`src/sv/ntwe_pkg.sv`:
```
`timescale 1ns / 1ps
// ----------------------------------------------------------------------------
// ntwe_pkg
// Shared types and constants of the neighbor table.
// ----------------------------------------------------------------------------
package ntwe_pkg;

	localparam int unsigned RATE_WINDOW_MS = 1000;
	localparam int unsigned ENTRY_W        = 168; // hash high, hash low, hops, last seen

	localparam logic [2:0] MODE_ANNOUNCE      = 3'd0;
	localparam logic [2:0] MODE_ADD_CONTACT   = 3'd1;
	localparam logic [2:0] MODE_LOOKUP        = 3'd2;
	localparam logic [2:0] MODE_COUNT_ONLINE  = 3'd3;
	localparam logic [2:0] MODE_CLEAR_UNSAVED = 3'd4;
	localparam logic [2:0] MODE_CLEAR_ALL     = 3'd5;

	localparam logic [3:0] ST_INSERTED     = 4'd0;
	localparam logic [3:0] ST_UPDATED      = 4'd1;
	localparam logic [3:0] ST_OWN          = 4'd2;
	localparam logic [3:0] ST_RATE_LIMITED = 4'd3;
	localparam logic [3:0] ST_TOO_SOON     = 4'd4;
	localparam logic [3:0] ST_DROPPED_FULL = 4'd5;
	localparam logic [3:0] ST_FOUND        = 4'd6;
	localparam logic [3:0] ST_NOT_FOUND    = 4'd7;
	localparam logic [3:0] ST_DONE         = 4'd8;

	localparam logic [2:0] REG_STALE_AGE    = 3'd0;
	localparam logic [2:0] REG_MIN_INTERVAL = 3'd1;
	localparam logic [2:0] REG_RATE_LIMIT   = 3'd2;
	localparam logic [2:0] REG_OWN_HIGH     = 3'd3;
	localparam logic [2:0] REG_OWN_LOW      = 3'd4;
	localparam logic [2:0] REG_OWN_ENABLE   = 3'd5;

	typedef enum logic [1:0] {
		KIND_RUN,
		KIND_OWN,
		KIND_RATE
	} kind_t;

	typedef struct packed {
		logic [31:0] stale_age;
		logic [31:0] min_interval;
		logic [7:0]  rate_limit;
		logic [63:0] own_high;
		logic [63:0] own_low;
		logic        own_enable;
	} cfg_t;

	typedef struct packed {
		kind_t       kind;
		logic [2:0]  mode;
		logic [63:0] hash_high;
		logic [63:0] hash_low;
		logic [7:0]  hops;
		logic [31:0] now;
		logic [31:0] max_age;
	} item_t;

	typedef struct packed {
		logic        save_pending;
		logic [6:0]  online_count;
		logic        entry_is_saved;
		logic [31:0] entry_last_seen;
		logic [7:0]  entry_hops;
		logic [5:0]  slot;
		logic [3:0]  status;
	} result_t;

endpackage

```
`src/sv/ntwe_queue.sv`:
```
`timescale 1ns / 1ps
// ----------------------------------------------------------------------------
// ntwe_queue
// Two-entry queue of classified items between front and back.
// ----------------------------------------------------------------------------
module ntwe_queue (
	input  logic            clk,
	input  logic            arst_n,
	input  logic            push,
	input  ntwe_pkg::item_t push_item,
	input  logic            pop,
	output logic            full,
	output logic            not_empty,
	output ntwe_pkg::item_t head
);

	ntwe_pkg::item_t mem_q [2];
	logic       wr_q;
	logic       rd_q;
	logic [1:0] cnt_q;

	assign full      = (cnt_q == 2'd2);
	assign not_empty = (cnt_q != 2'd0);
	assign head      = mem_q[rd_q];

	always_ff @(posedge clk) begin
		if (push) begin
			mem_q[wr_q] <= push_item;
		end
	end

	always_ff @(posedge clk or negedge arst_n) begin
		if (!arst_n) begin
			wr_q  <= 1'b0;
			rd_q  <= 1'b0;
			cnt_q <= 2'd0;
		end else begin
			if (push) wr_q <= !wr_q;
			if (pop) rd_q <= !rd_q;
			cnt_q <= cnt_q + {1'b0, push} - {1'b0, pop};
		end
	end

endmodule

```
`config.mk`:
```
export PLATFORM = sky130hd
export DESIGN_NAME = ntwe_queue
export DESIGN_NICKNAME = d
export VERILOG_FILES = /design/src/sv/ntwe_pkg.sv /design/src/sv/ntwe_queue.sv
export SDC_FILE = /design/constraint.sdc
export NUM_CORES = 1
export LEC_CHECK = 0
export BUFFER_PORTS_ARGS = -buffer_cell sky130_fd_sc_hd__buf_4
export CAP_MARGIN = 15
export CELL_PAD_IN_SITES_DETAIL_PLACEMENT = 2
export CELL_PAD_IN_SITES_GLOBAL_PLACEMENT = 2
export CORE_ASPECT_RATIO = 1.2
export CORE_UTILIZATION = 43
export CTS_BUF_LIST = sky130_fd_sc_hd__clkbuf_4 sky130_fd_sc_hd__clkbuf_8
export DETAILED_ROUTE_END_ITERATION = 8
export GPL_TIMING_DRIVEN = 1
export PLACE_DENSITY = 0.93
export SLEW_MARGIN = 15
export SYNTH_ARGS = -nofsm -noshare
export SYNTH_HDL_FRONTEND = slang
export SYNTH_SLANG_ARGS = --single-unit
```
`constraint.sdc`:
```
create_clock -name clk -period 31.8 [get_ports clk]
set_input_delay 6.36 -clock clk [delete_from_list [all_inputs] [get_ports clk]]
set_output_delay 6.36 -clock clk [all_outputs]
set_load 0.02 [all_outputs]
```
Word level (Yosys, flattened, before mapping)
Memory sizes are Yosys's and may differ from the RTL's.
Cells that the tools add are included.
{"block": "word_totals", "register_bits": 4, "ramBits": 410, "input_bits": 209, "word_cells": 12, "memories": 1}
{"block": "classes", "add_sub_neg": 2, "eq_ne": 1, "mux": 2, "n_reduce_logical": 3}
{"memory": "mem_q", "depth": 2, "width": 205, "rd": 1, "rd_clocked_by_memory_dff": 0, "wr": 1, "line_no": "ntwe_queue.sv:17", "rtl": "ntwe_pkg::item_t mem_q [2];"}
{"operator": "2-bit by 1-bit adder with 2-bit output", "count": 1}
{"operator": "2-bit equality test (second input constant)", "count": 1}
{"operator": "1-bit zero test", "count": 2}
{"operator": "1-bit 2-to-1 mux", "count": 2}
{"operator": "2-bit nonzero test", "count": 1}
{"operator": "2-bit by 1-bit subtractor with 2-bit output", "count": 1}

Longest topological paths before layout
{"block": "logic_depth", "ltp_word": 2, "depth_mapped": 5, "depth_no_buf": 5}

Least setup slack after synthesis
Ideal clock, no wire load.
{"block": "synth_timing", "path_kind": "in2reg", "start": "in push", "end": "mem mem_q[0][0] in the netlist's numbering, enable pin", "setup_time_ns": 0.798, "arrival_ns": 15.197, "t_required_ns": 31.002, "path_slack_ns": 15.805, "cell_stages": 1, "n_path_buf": 0, "cell_sequence": "nor2b_1"}
{"block": "synth_between", "elab_chain_cells": 2}
{"element": "start, declared", "line_no": "ntwe_queue.sv:9", "rtl": "input logic push,"}
{"element": "1-bit 2-to-1 mux", "line_no": "ntwe_queue.sv:27", "rtl": "if (push) begin"}
{"element": "1-bit 2-to-1 mux (not written as such)", "line_no": "ntwe_queue.sv:28", "rtl": "mem_q[wr_q] <= push_item;"}
{"element": "end, declared", "line_no": "ntwe_queue.sv:17"}
No other way between the ends.

==> impl_metrics.ini <==
[global_route]
grt_max_degree = 73
grt_pass1_wl_um = 66670
grt_use_total_pct = 25.61
grt_pass1_vias = 9503
overflow = 0
antenna_found_initial = 7

[setup_path]
cp-start-kind = register
path_class = reg2out
r2r-start = wr_q
worstPathRequired_ns = 25.44
ff2ff_setup_slack_ns = 29.01
critical_path.max_fanout = 64
cp-end-kind = primary output
reg2reg_depth = 3
cp.arrival_ns = 4.02
reg2reg_to = mem_q[0][23]

[hold_path]
worstHoldStart = wr_q
holdPathStages = 1
holdPathEnd = wr_q
hp-class = reg2reg

[placement]
port_buffers = 415
dp.cells = 1515
dpl_worst_slack_ns = 22.01
post-dp-hpwl_um = 31330
gp_congestion = 0.7475

[floorplanning]
initial_core_util_pct = 44.12
core_um2 = 35280
ioPinCount = 416
fp-row-count = 75
die_w_um = 175.7
die_h_um = 210.4
die-area_um2 = 36970

[logic_synthesis]
ys_types = 13
yosys.area_share.simple_pct = 0.1608
ys_seq_area_share_pct = 79.74
yosys_register_bits = 414
syn_nets = 864
synth_top_area_share_pct = 79.09
synthAdderAreaFrac_pct = 0.1608
muxShareOfSynthArea_pct = 18.21
synth_top_cells_by_area = edfxtp_1, mux2_4, mux2_2, buf_6, dfrtp_1
yosys.area.top_type = edfxtp_1
avgSynthCellArea_um2 = 23.84
synth_top_family_by_area = multiplexers
ys_warn_count = 0
syn_area_um2 = 15570
synth-compound-area-share_pct = 0
postSynthCellCount = 653
synth_xor_area_share_pct = 0.2653

[final_layout]
drive_gt1_share_pct = 62.60
nFillCells = 2955
final_util_pct = 57.83
fin_nets = 1337
layoutNonFillerInstCount = 1638
syn_to_final_growth_pct = 31.09

[clock_network]
post_cts_resized = 0
clockBufferDepth = 3
cts_tree = done
cts_sinks = 414
cts_hold_buf = 0
path_clk_slew_ns = 0.06
worstSkewPairLatency_ns = 0.59
htree_num_levels = 3
post-cts-setup-buffers = 0
root_buffer = clkbuf_8
cts_buffers = 71

[timing]
timing.fmax_mhz = 96.39
min_period_ns = 10.38
fin_tns_setup_ns = 0
skew_ns = 0.01647
tightest_slew_ns = 1.098
finalSetupViolations = 0
hold_viol = 0
layout_setup_ws_ns = 21.43
rsz0062_at_grt = false
slew_headroom_pct = 26.83
period_share_pct = 32.63
slew_violations = 0

[power]
power_w = 0.001943
powerDensity_nw_per_um2 = 95.24
vdd_ir_drop_max_uv = 46.04
power.static_leakage_nw = 8.081

[routing]
first_pass_iters = 4
post-route-drc-count = 0
vias_per_cell = 5.040
wl_per_cell_um = 29.06
vias = 8255
drt_wl_total_um = 47600
drtIter0Drc = 393
ant_nets = 0

[outcome]
status = completed

[flow_run]
drv_cap = 0
## layout make-up
type                       instances  area (um2)  share of cell area [%]
sequential                       414       12420                   60.84
timing repair buffer             423        3176                   15.56
antenna                            5       12.51                 0.06132
tap                              462       578.1                   2.833
inverter                           2       7.507                 0.03679
clock buffer                      93        1174                   5.751
clock inverter                    25       107.6                  0.5273
multi-input combinational        214        2935                   14.38
## cells in the mapped netlist
cell type  number
edfxtp_1      410
mux2_4        140
mux2_2         65
buf_6          17
buf_2           6
dfrtp_1         4
ha_1            2
inv_1           2
nor2b_1         2
xor2_1          2
and2_1          1
or2_2           1
xor3_1          1
## worst max-delay path by stage
| stage | from | to | slack, ns | cells past startpoint |
|---|---|---|---|---|
| floorplan | push | mem_q[0][0] | 15.80 | 1 |
| global route | rd_q | head[195] | 21.25 | 4 |
| detailed placement | rd_q | head[195] | 22.01 | 4 |
| global placement | rd_q | head[38] | 22.09 | 4 |
| CTS | rd_q | head[1] | 21.35 | 4 |
| finish | rd_q | head[195] | 21.43 | 4 |
## sequential cells by signal, indices dropped and copies added, names as in the netlist
register  count
wr_q          1
mem_q       410
rd_q          1
cnt_q         2
## worst max-delay path, cell delays in order (launching register included)
cell and delay (ns):
dfrtp_4 0.97, buf_4 0.79, buf_4 0.93, mux2_2 0.44
buf_4 0.16
## stage by stage
| step | hold WS [ns] | cell area (um2) |
|---|---|---|
| 2_1_floorplan | 0.4555 | 15570 |
| 6_report | 0.5575 | 20410 |
| 3_3_place_gp | 0.5290 | 19110 |
| 4_1_cts | 0.5555 | 20390 |
| 5_1_grt | 0.6097 | 20400 |
| 3_5_place_dp | 0.5433 | 19110 |
## cells by family (layout without fill, tap and decap cells)
| kind of cell | after synthesis | after routing |
|---|---|---|
| flip-flops | 414 | 414 |
| multiplexers | 205 | 205 |
| buffers and inverters | 25 | 543 |
| AND/OR/NAND/NOR | 4 | 4 |
| XOR/XNOR | 3 | 3 |
| adder cells (fa/ha/maj) | 2 | 2 |
| other | 0 | 5 |
## layer usage
layer	up-vias	share of wire, %	GRT usage (%)	wire [um]
met4	4	3.2	10.43	1501
met1	4222	32	24.22	15170
li1	3560	-	-	-
met2	372	58	50.22	27470
met5	-	0.038	0	18
met3	97	7.2	7.630	3434
## where the power goes
group | internal [W] | total, W | switching (W)
sequential | 0.000728 | 0.000781 | 0.0000529
combinational | 0.000328 | 0.000706 | 0.000379
clock | 0.000239 | 0.000456 | 0.000218
total | 0.00129 | 0.00194 | 0.000649
## cells in the final DEF, fill, tap and decap left out, types with 2 or more instances in the layout
master / count
buf_4: 423
clkbuf_4: 17
clkbuf_8: 76
clkinv_1: 17
clkinv_2: 7
dfrtp_1: 3
diode_2: 5
edfxtp_1: 410
ha_1: 2
inv_1: 2
mux2_2: 65
mux2_4: 140
xor2_1: 2
No activity file was read; power rests on OpenSTA's default activity.
