File: src/sv/ntwe_pkg.sv
`timescale 1ns / 1ps
// ----------------------------------------------------------------------------
// ntwe_pkg
// Shared types and constants of the neighbor table.
// ----------------------------------------------------------------------------
package ntwe_pkg;

	localparam int unsigned RATE_WINDOW_MS = 1000;
	localparam int unsigned ENTRY_W        = 168; // hash high, hash low, hops, last seen

	localparam logic [2:0] MODE_ANNOUNCE      = 3'd0;
	localparam logic [2:0] MODE_ADD_CONTACT   = 3'd1;
	localparam logic [2:0] MODE_LOOKUP        = 3'd2;
	localparam logic [2:0] MODE_COUNT_ONLINE  = 3'd3;
	localparam logic [2:0] MODE_CLEAR_UNSAVED = 3'd4;
	localparam logic [2:0] MODE_CLEAR_ALL     = 3'd5;

	localparam logic [3:0] ST_INSERTED     = 4'd0;
	localparam logic [3:0] ST_UPDATED      = 4'd1;
	localparam logic [3:0] ST_OWN          = 4'd2;
	localparam logic [3:0] ST_RATE_LIMITED = 4'd3;
	localparam logic [3:0] ST_TOO_SOON     = 4'd4;
	localparam logic [3:0] ST_DROPPED_FULL = 4'd5;
	localparam logic [3:0] ST_FOUND        = 4'd6;
	localparam logic [3:0] ST_NOT_FOUND    = 4'd7;
	localparam logic [3:0] ST_DONE         = 4'd8;

	localparam logic [2:0] REG_STALE_AGE    = 3'd0;
	localparam logic [2:0] REG_MIN_INTERVAL = 3'd1;
	localparam logic [2:0] REG_RATE_LIMIT   = 3'd2;
	localparam logic [2:0] REG_OWN_HIGH     = 3'd3;
	localparam logic [2:0] REG_OWN_LOW      = 3'd4;
	localparam logic [2:0] REG_OWN_ENABLE   = 3'd5;

	typedef enum logic [1:0] {
		KIND_RUN,
		KIND_OWN,
		KIND_RATE
	} kind_t;

	typedef struct packed {
		logic [31:0] stale_age;
		logic [31:0] min_interval;
		logic [7:0]  rate_limit;
		logic [63:0] own_high;
		logic [63:0] own_low;
		logic        own_enable;
	} cfg_t;

	typedef struct packed {
		kind_t       kind;
		logic [2:0]  mode;
		logic [63:0] hash_high;
		logic [63:0] hash_low;
		logic [7:0]  hops;
		logic [31:0] now;
		logic [31:0] max_age;
	} item_t;

	typedef struct packed {
		logic        save_pending;
		logic [6:0]  online_count;
		logic        entry_is_saved;
		logic [31:0] entry_last_seen;
		logic [7:0]  entry_hops;
		logic [5:0]  slot;
		logic [3:0]  status;
	} result_t;

endpackage

File: src/sv/ntwe_front.sv
`timescale 1ns / 1ps
// ----------------------------------------------------------------------------
// ntwe_front
// Input side: own-hash filter and per-second announce rate limit.
// ----------------------------------------------------------------------------
module ntwe_front (
	input  logic                 clk,
	input  logic                 arst_n,
	input  ntwe_pkg::cfg_t       cfg,
	input  logic                 in_valid,
	input  logic [207:0]         in_data,
	input  logic                 full,
	output logic                 in_ready,
	output logic                 push,
	output ntwe_pkg::item_t      item
);

	logic [31:0] win_start_q;
	logic [7:0]  rate_cnt_q;
	logic [31:0] win_diff;
	logic [7:0]  cnt_base;
	logic [7:0]  cnt_next;
	logic        is_announce;
	logic        is_own;

	assign in_ready = !full;
	assign push     = in_valid && !full;

	always_comb begin
		item.mode      = in_data[2:0];
		item.hash_high = in_data[66:3];
		item.hash_low  = in_data[130:67];
		item.hops      = in_data[138:131];
		item.now       = in_data[170:139];
		item.max_age   = in_data[202:171];
		is_announce    = (item.mode == ntwe_pkg::MODE_ANNOUNCE);
		is_own         = cfg.own_enable && (item.hash_high == cfg.own_high)
			&& (item.hash_low == cfg.own_low);
		win_diff       = item.now - win_start_q;
		cnt_base       = (win_diff >= 32'(ntwe_pkg::RATE_WINDOW_MS)) ? 8'd0 : rate_cnt_q;
		cnt_next       = (cnt_base == 8'hFF) ? cnt_base : cnt_base + 8'd1;
		if (!is_announce) begin
			item.kind = ntwe_pkg::KIND_RUN;
		end else if (is_own) begin
			item.kind = ntwe_pkg::KIND_OWN;
		end else if (cnt_next > cfg.rate_limit) begin
			item.kind = ntwe_pkg::KIND_RATE;
		end else begin
			item.kind = ntwe_pkg::KIND_RUN;
		end
	end

	always_ff @(posedge clk or negedge arst_n) begin
		if (!arst_n) begin
			win_start_q <= '0;
			rate_cnt_q  <= '0;
		end else if (push && is_announce && !is_own) begin
			if (win_diff >= 32'(ntwe_pkg::RATE_WINDOW_MS)) begin
				win_start_q <= item.now;
			end
			rate_cnt_q <= cnt_next;
		end
	end

endmodule

File: config.mk
export PLATFORM = sky130hd
export DESIGN_NAME = ntwe_front
export DESIGN_NICKNAME = d
export VERILOG_FILES = /design/src/sv/ntwe_pkg.sv /design/src/sv/ntwe_front.sv
export SDC_FILE = /design/constraint.sdc
export NUM_CORES = 1
export LEC_CHECK = 0
export BUFFER_PORTS_ARGS = -buffer_cell sky130_fd_sc_hd__buf_2
export CAP_MARGIN = 25
export CORE_AREA = 2 2 241 243
export CTS_CLUSTER_DIAMETER = 30
export DETAILED_ROUTE_END_ITERATION = 7
export DIE_AREA = 0 0 243 245
export PLACE_DENSITY_LB_ADDON = 0.2
export SYNTH_ARGS = -nofsm -noshare
export SYNTH_HDL_FRONTEND = slang
export SYNTH_SLANG_ARGS = --single-unit
File: constraint.sdc
create_clock -name clk -period 4.87 [get_ports clk]
set_input_delay 0.2435 -clock clk [delete_from_list [all_inputs] [get_ports clk]]
set_output_delay 0.2435 -clock clk [all_outputs]
set_load 0.03 [all_outputs]
# --- Yosys cells after proc, flatten, opt, wreduce, memory -nomap -nowiden ---
# Cells that the tools add are included.
word_totals:
  word_cells: 23
  out_inout_bits: 207
  register_bits: 40
  inputBits: 413
op_classes:
  muxes: 5
  reduce_logical: 9
  n_lt_le_gt_ge: 2
  addsub: 2
  eq_ne: 3
op_table:
  columns: ["operator", "count"]
  rows:
  - ["$eq A64 B64 Y1", 2]
  - ["$ge A32 B10 Y1 const B", 1]
  - ["$sub A32 B32 Y32", 1]
  - ["$mux W8", 2]
  - ["$add A8 B1 Y8 const B", 1]
  - ["$eq A8 B8 Y1 const B", 1]
  - ["$gt A8 B8 Y1", 1]
  - ["$mux W2", 3]
  - ["$logic_and A1 B1 Y1", 5]
  - ["$logic_not A3 Y1", 1]
  - ["$logic_not A1 Y1", 2]
  - ["$reduce_and A2 Y1", 1]

# --- Logic depth before layout (Yosys ltp) ---
depth:
  depth_word: 9
  ltp_mapped: 28
  ltp_nobuf: 28

# --- Worst setup path after synthesis ---
# Ideal clock, no wire load.
synth_path:
  path_kind: "reg2out"
  startpoint: "register win_start_q[0]"
  endpoint: "output item[204] (netlist name)"
  arrival_time_ps: 5300
  path_stages_with_launch: 28
  required_time_ps: 4627
  path_slack_ps: -674
  n_path_buf: 0
  path_cell_list: "dfrtp_1 ha_1 inv_1 fa_1 a21oi_1 o21a_1 or4_4 nand3_2 mux2i_1 or4_1 nor4_2 nand4_1 nor2_2 and3_1 ha_1 nand2_1 nor2_1 nand3_1 nor2_1 mux2_1 ha_1 nor2b_1 o21ai_0 nand2b_1 a21oi_1 o21ai_0 o21ai_0 nor2_1"
synth_rtl:
  columns: ["element", "line", "rtl"]
  rows:
  - ["from (decl)", "ntwe_front.sv:18", "logic [31:0] win_start_q;"]
  - ["from (signal assigned)", "ntwe_front.sv:59", "win_start_q <= item.now;"]
  - ["to (decl)", "ntwe_front.sv:15", "output ntwe_pkg::item_t item"]

==> impl_results.md <==
* Worst path arrival time at around 5300 ps
* Post-synth top area share at 0.211
* Flop pwr share at 0.160
* Clock edge transition at the registers on the reported setup and hold paths at roughly 70 ps
* Max Clk Rate at approximately 180 MHz
* Antenna-violating nets left at 0
* Number of distinct standard cells referenced by the synthesized netlist at 74
* Sequential share of the synthesized area at 0.139
* Number of sinks handled by clock tree synthesis at 40
* Post-synth EDFFs at 0
* GRT Overall Usage at 0.153
* Run status: finished with violations
* Die Span X at ~240 um
* Non-filler cells, final at 2,104
* Clock insertion delay at the later pin of the skew report at approximately 300 ps
* FF-to-FF Start: win_start_q[8]$_DFFE_PN0P_
* Vias per inst at around 3.9
* Count of port buffers added during placement at 470
* Share of async-settable or async-resettable flops after synthesis at 1.00
* Highest ir drop seen on vdd at approximately 0.14 mV
* Headroom to the max-slew limit at 0.464
* Post-Syn Area at between 7000 and 8000 um^2
* Floorplan die area at 59,500 um^2
* Crit path from: win_start_q[0]$_DFFE_PN0P_
* Ratio of final minimum period to clock period at 1.15
* IO Count at 620
* Share of total power in the clock network at 0.155
* Total half-perimeter wirelength after legalization and detailed placement at between 40 and 50 mm
* Starting Density at 0.127
* Layout cell share with drive strength beyond 1 at 0.503
* Total grt overflow at 0
* Number of rows created at floorplan at 88
* Power Internal at around 1400 uW
* Maximum capacitance violations at 0
* Wire length of the first global-routing pass at roughly 64 mm
* RSZ-0062 raised after global routing: yes
* Switching power summed over all nets at 1210 uW
* Count of endpoints failing setup in the final report at 1
* Yosys top cell by area: buf_4
* Initial antenna violation count at 18
* Final hold viol count at 0
* CTS tree: yes
* Total of flip-flops plus latches after synthesis at 40
* Count of pins over their slew limit at 0
* Number of iterations in the first detailed-routing pass at 5
* Kind of path behind the tightest hold check: in2reg
* CP Data Required Time at approximately 4600 ps
* Leakage power at 0.00523 uW
* Hold Crit Start: in_data[139]
* Maximum number of pins on one net before global-route repair at 22
* Power Dens Cells at about 260 nW/um^2
* Final net count at 1,787
* Floorplan core area at roughly 57,000 um^2
* Count of routing violations after the opening detailed-route iteration at between 400 and 500
* Worst-path fanout max at 4
* Failing checks: negative setup slack
* Routed length per placed instance at about 22 um
* Number of buffers created by CTS at 5
* Kind of end point of the critical path: primary output
* Sort of element at the start of the critical path: flop
* Biggest cell delay along the critical path at ~500 ps
* Average cell area after synthesis at roughly 7.7 um^2
* Count of synthesis-stage warnings from yosys at 0
* Net switching fraction of the power at 0.456
* Clock Skews at 8.52 ps
* Top area cells in the synthesized netlist: buf_4, dfrtp_1, ha_1, inv_1, mux2_1
* Slowest cell on the critical path: or4_4
* Clock buffer depth at 2
* Vias in the first global route at about 8,600
* Slew @ Worst Pin at between 800 and 900 ps
* Cells after synthesis at approximately 940
* Mapped Nets at 1,395
* Number of DRC violations after detailed routing at 0
* Total placed cells including tap cells at 2,085
* Dominant synthesized flop cell: dfrtp_1
* Minimum period implied by the final worst setup slack at approximately 5600 ps
* CTS H-tree depth at 2
* Area added between synthesis and finish at 43.7%
* Total Routed Length at ~47 mm
* Total negative slack for setup checks at -715 ps
* Critical Setup Path Class: reg2out
* Fin worst setup slack at -715 ps
* Vias after detailed routing at between 8,000 and 9,000
* Weighted congestion reported at the end of routability-driven placement at 0.948
* Height of the die at roughly 250 um
* Combinational group share of total power at 0.685
* Clock root cell: clkbuf_16
==> sequential cells by signal, summed over array words and instances, names as in the netlist <==
name,count
win_start_q,32
rate_cnt_q,8
==> cell usage in the layout, fill, tap and decap left out, drive strengths merged, types with 10 or more instances in the layout <==
cell / netlist / routed
ha: 40 / 40
a2111oi: 10 / 10
dfrtp: 40 / 40
a21o: 20 / 20
nor2: 29 / 29
nor3: 12 / 12
a21oi: 45 / 45
mux2: 34 / 34
nor2b: 12 / 12
o22ai: 28 / 28
o21ai: 21 / 21
nor4: 22 / 22
and3: 10 / 10
nand3: 22 / 22
nand4: 19 / 19
xnor2: 33 / 33
nand2: 44 / 44
buf: 215 / 606
inv: 113 / 113
xor2: 41 / 41
==> worst max-delay path: cells and delay by family, from the launching register on <==
kind | cells | cell delay [ps]
and+or+nand+nor | 14 | 2490
adders and majority gates | 4 | 870
AOI/OAI and AO/OA | 6 | 680
muxes | 2 | 390
DFF | 1 | 380
buffers and inverters | 2 | 220
==> through the flow <==
| step | util | setup slack (ps) | hold slack, ps | area (um^2) | power, uW |
|---|---|---|---|---|---|
| 2_1_floorplan | - | -264 | -52.1 | 7270 | 1480 |
| 3_3_place_gp | 0.174 | -900 | 469 | 9920 | 2190 |
| 3_5_place_dp | 0.174 | -891 | 266 | 9940 | 2190 |
| 4_1_cts | 0.179 | -887 | 180 | 10200 | 2650 |
| 5_1_grt | 0.182 | -1010 | 196 | 10400 | 2870 |
| 6_report | 0.182 | -715 | 191 | 10400 | 2660 |
==> layout make-up <==
class	count	area, um^2
antenna	5	12.5
fill	6697	46700
tap	765	957
inverter	113	424
clock buffer	5	125
sequential	40	1000
clock inverter	3	42.5
timing repair buffer	607	3400
multi-input combinational	566	4410
==> per-layer routing <==
layer  vias to the layer above  wire, um  track usage
li1                       3902         -            -
met1                      3903     18700        0.174
met2                       389     22500        0.268
met3                        60      4470       0.0588
met4                         6      1460       0.0397
met5                         -        37            0
==> repair_timing <==
item | CTS | global route
hold buffers | 1 | 0
setup buffers | 2 | 3
pin swaps | 8 | 11
setup endpoints to repair | 1 | 17
gates resized for setup | 16 | 29
hold endpoints to repair | 20 | 0
==> Yosys cell counts, types with 3 or more instances <==
cell type  count
a221oi_1       8
ha_1          40
xor2_1        41
or2_2          3
and3_1        10
nand2b_1       4
a22o_1         5
o2111ai_1      4
mux2_1        34
or3_1          8
a31o_2         3
and2_1         3
o21ai_0       19
nor2_1        28
nor4_1        21
mux2i_1        7
nand2_1       43
xnor2_1       33
nand3_1       21
nor2b_1       12
a221o_1        7
and4_1         6
a211oi_1       5
nand4_1       19
nor3b_1        3
inv_1        113
o21bai_1       4
a21oi_1       44
clkbuf_1       7
or4_1          3
nor3_1        12
a2111oi_0      9
o21a_1         3
a22oi_1        4
dfrtp_1       40
o22ai_1       28
a31oi_1        7
buf_2         10
buf_4        203
o2bb2ai_1      8
a21o_1        20
==> power groups by stage <==
stage / logic (uW) / clock network [uW] / registers (uW)
finish: 1820 / 413 / 425
global route: 2000 / 439 / 435
CTS: 1790 / 438 / 425
detailed placement: 1760 / 0 / 431
global placement: 1760 / 0 / 429
floorplan: 1060 / 0 / 423
==> path summary, 6_finish.rpt <==
path | slack, ps | to | depth (start not counted)
setup / recovery | -710 | item[204] | 28
hold / removal | 190 | win_start_q[0]$_DFFE_PN0P_ | 2
setup reg to reg | 370 | rate_cnt_q[3]$_DFFE_PN0P_ | 23
hold reg to reg | 490 | win_start_q[18]$_DFFE_PN0P_ | 1
max in group asynchronous | 3890 | rate_cnt_q[3]$_DFFE_PN0P_ | 3
min in group asynchronous | 460 | win_start_q[12]$_DFFE_PN0P_ | 2
==> cells by family (layout without fill, tap and decap cells) <==
| group | after synthesis | count (layout) | share of synthesized area |
|---|---|---|---|
| muxes | 41 | 41 | 0.0627 |
| xor gates and xnor gates | 74 | 74 | 0.0898 |
| buffers and inverters | 335 | 728 | 0.284 |
| DFF | 40 | 40 | 0.139 |
| other | 0 | 5 | 0 |
| AOI/OAI and AO/OA | 203 | 203 | 0.197 |
| and+or+nand+nor | 207 | 207 | 0.156 |
| adders and majority gates | 41 | 41 | 0.0721 |
Power figures use the tool's default switching activity.
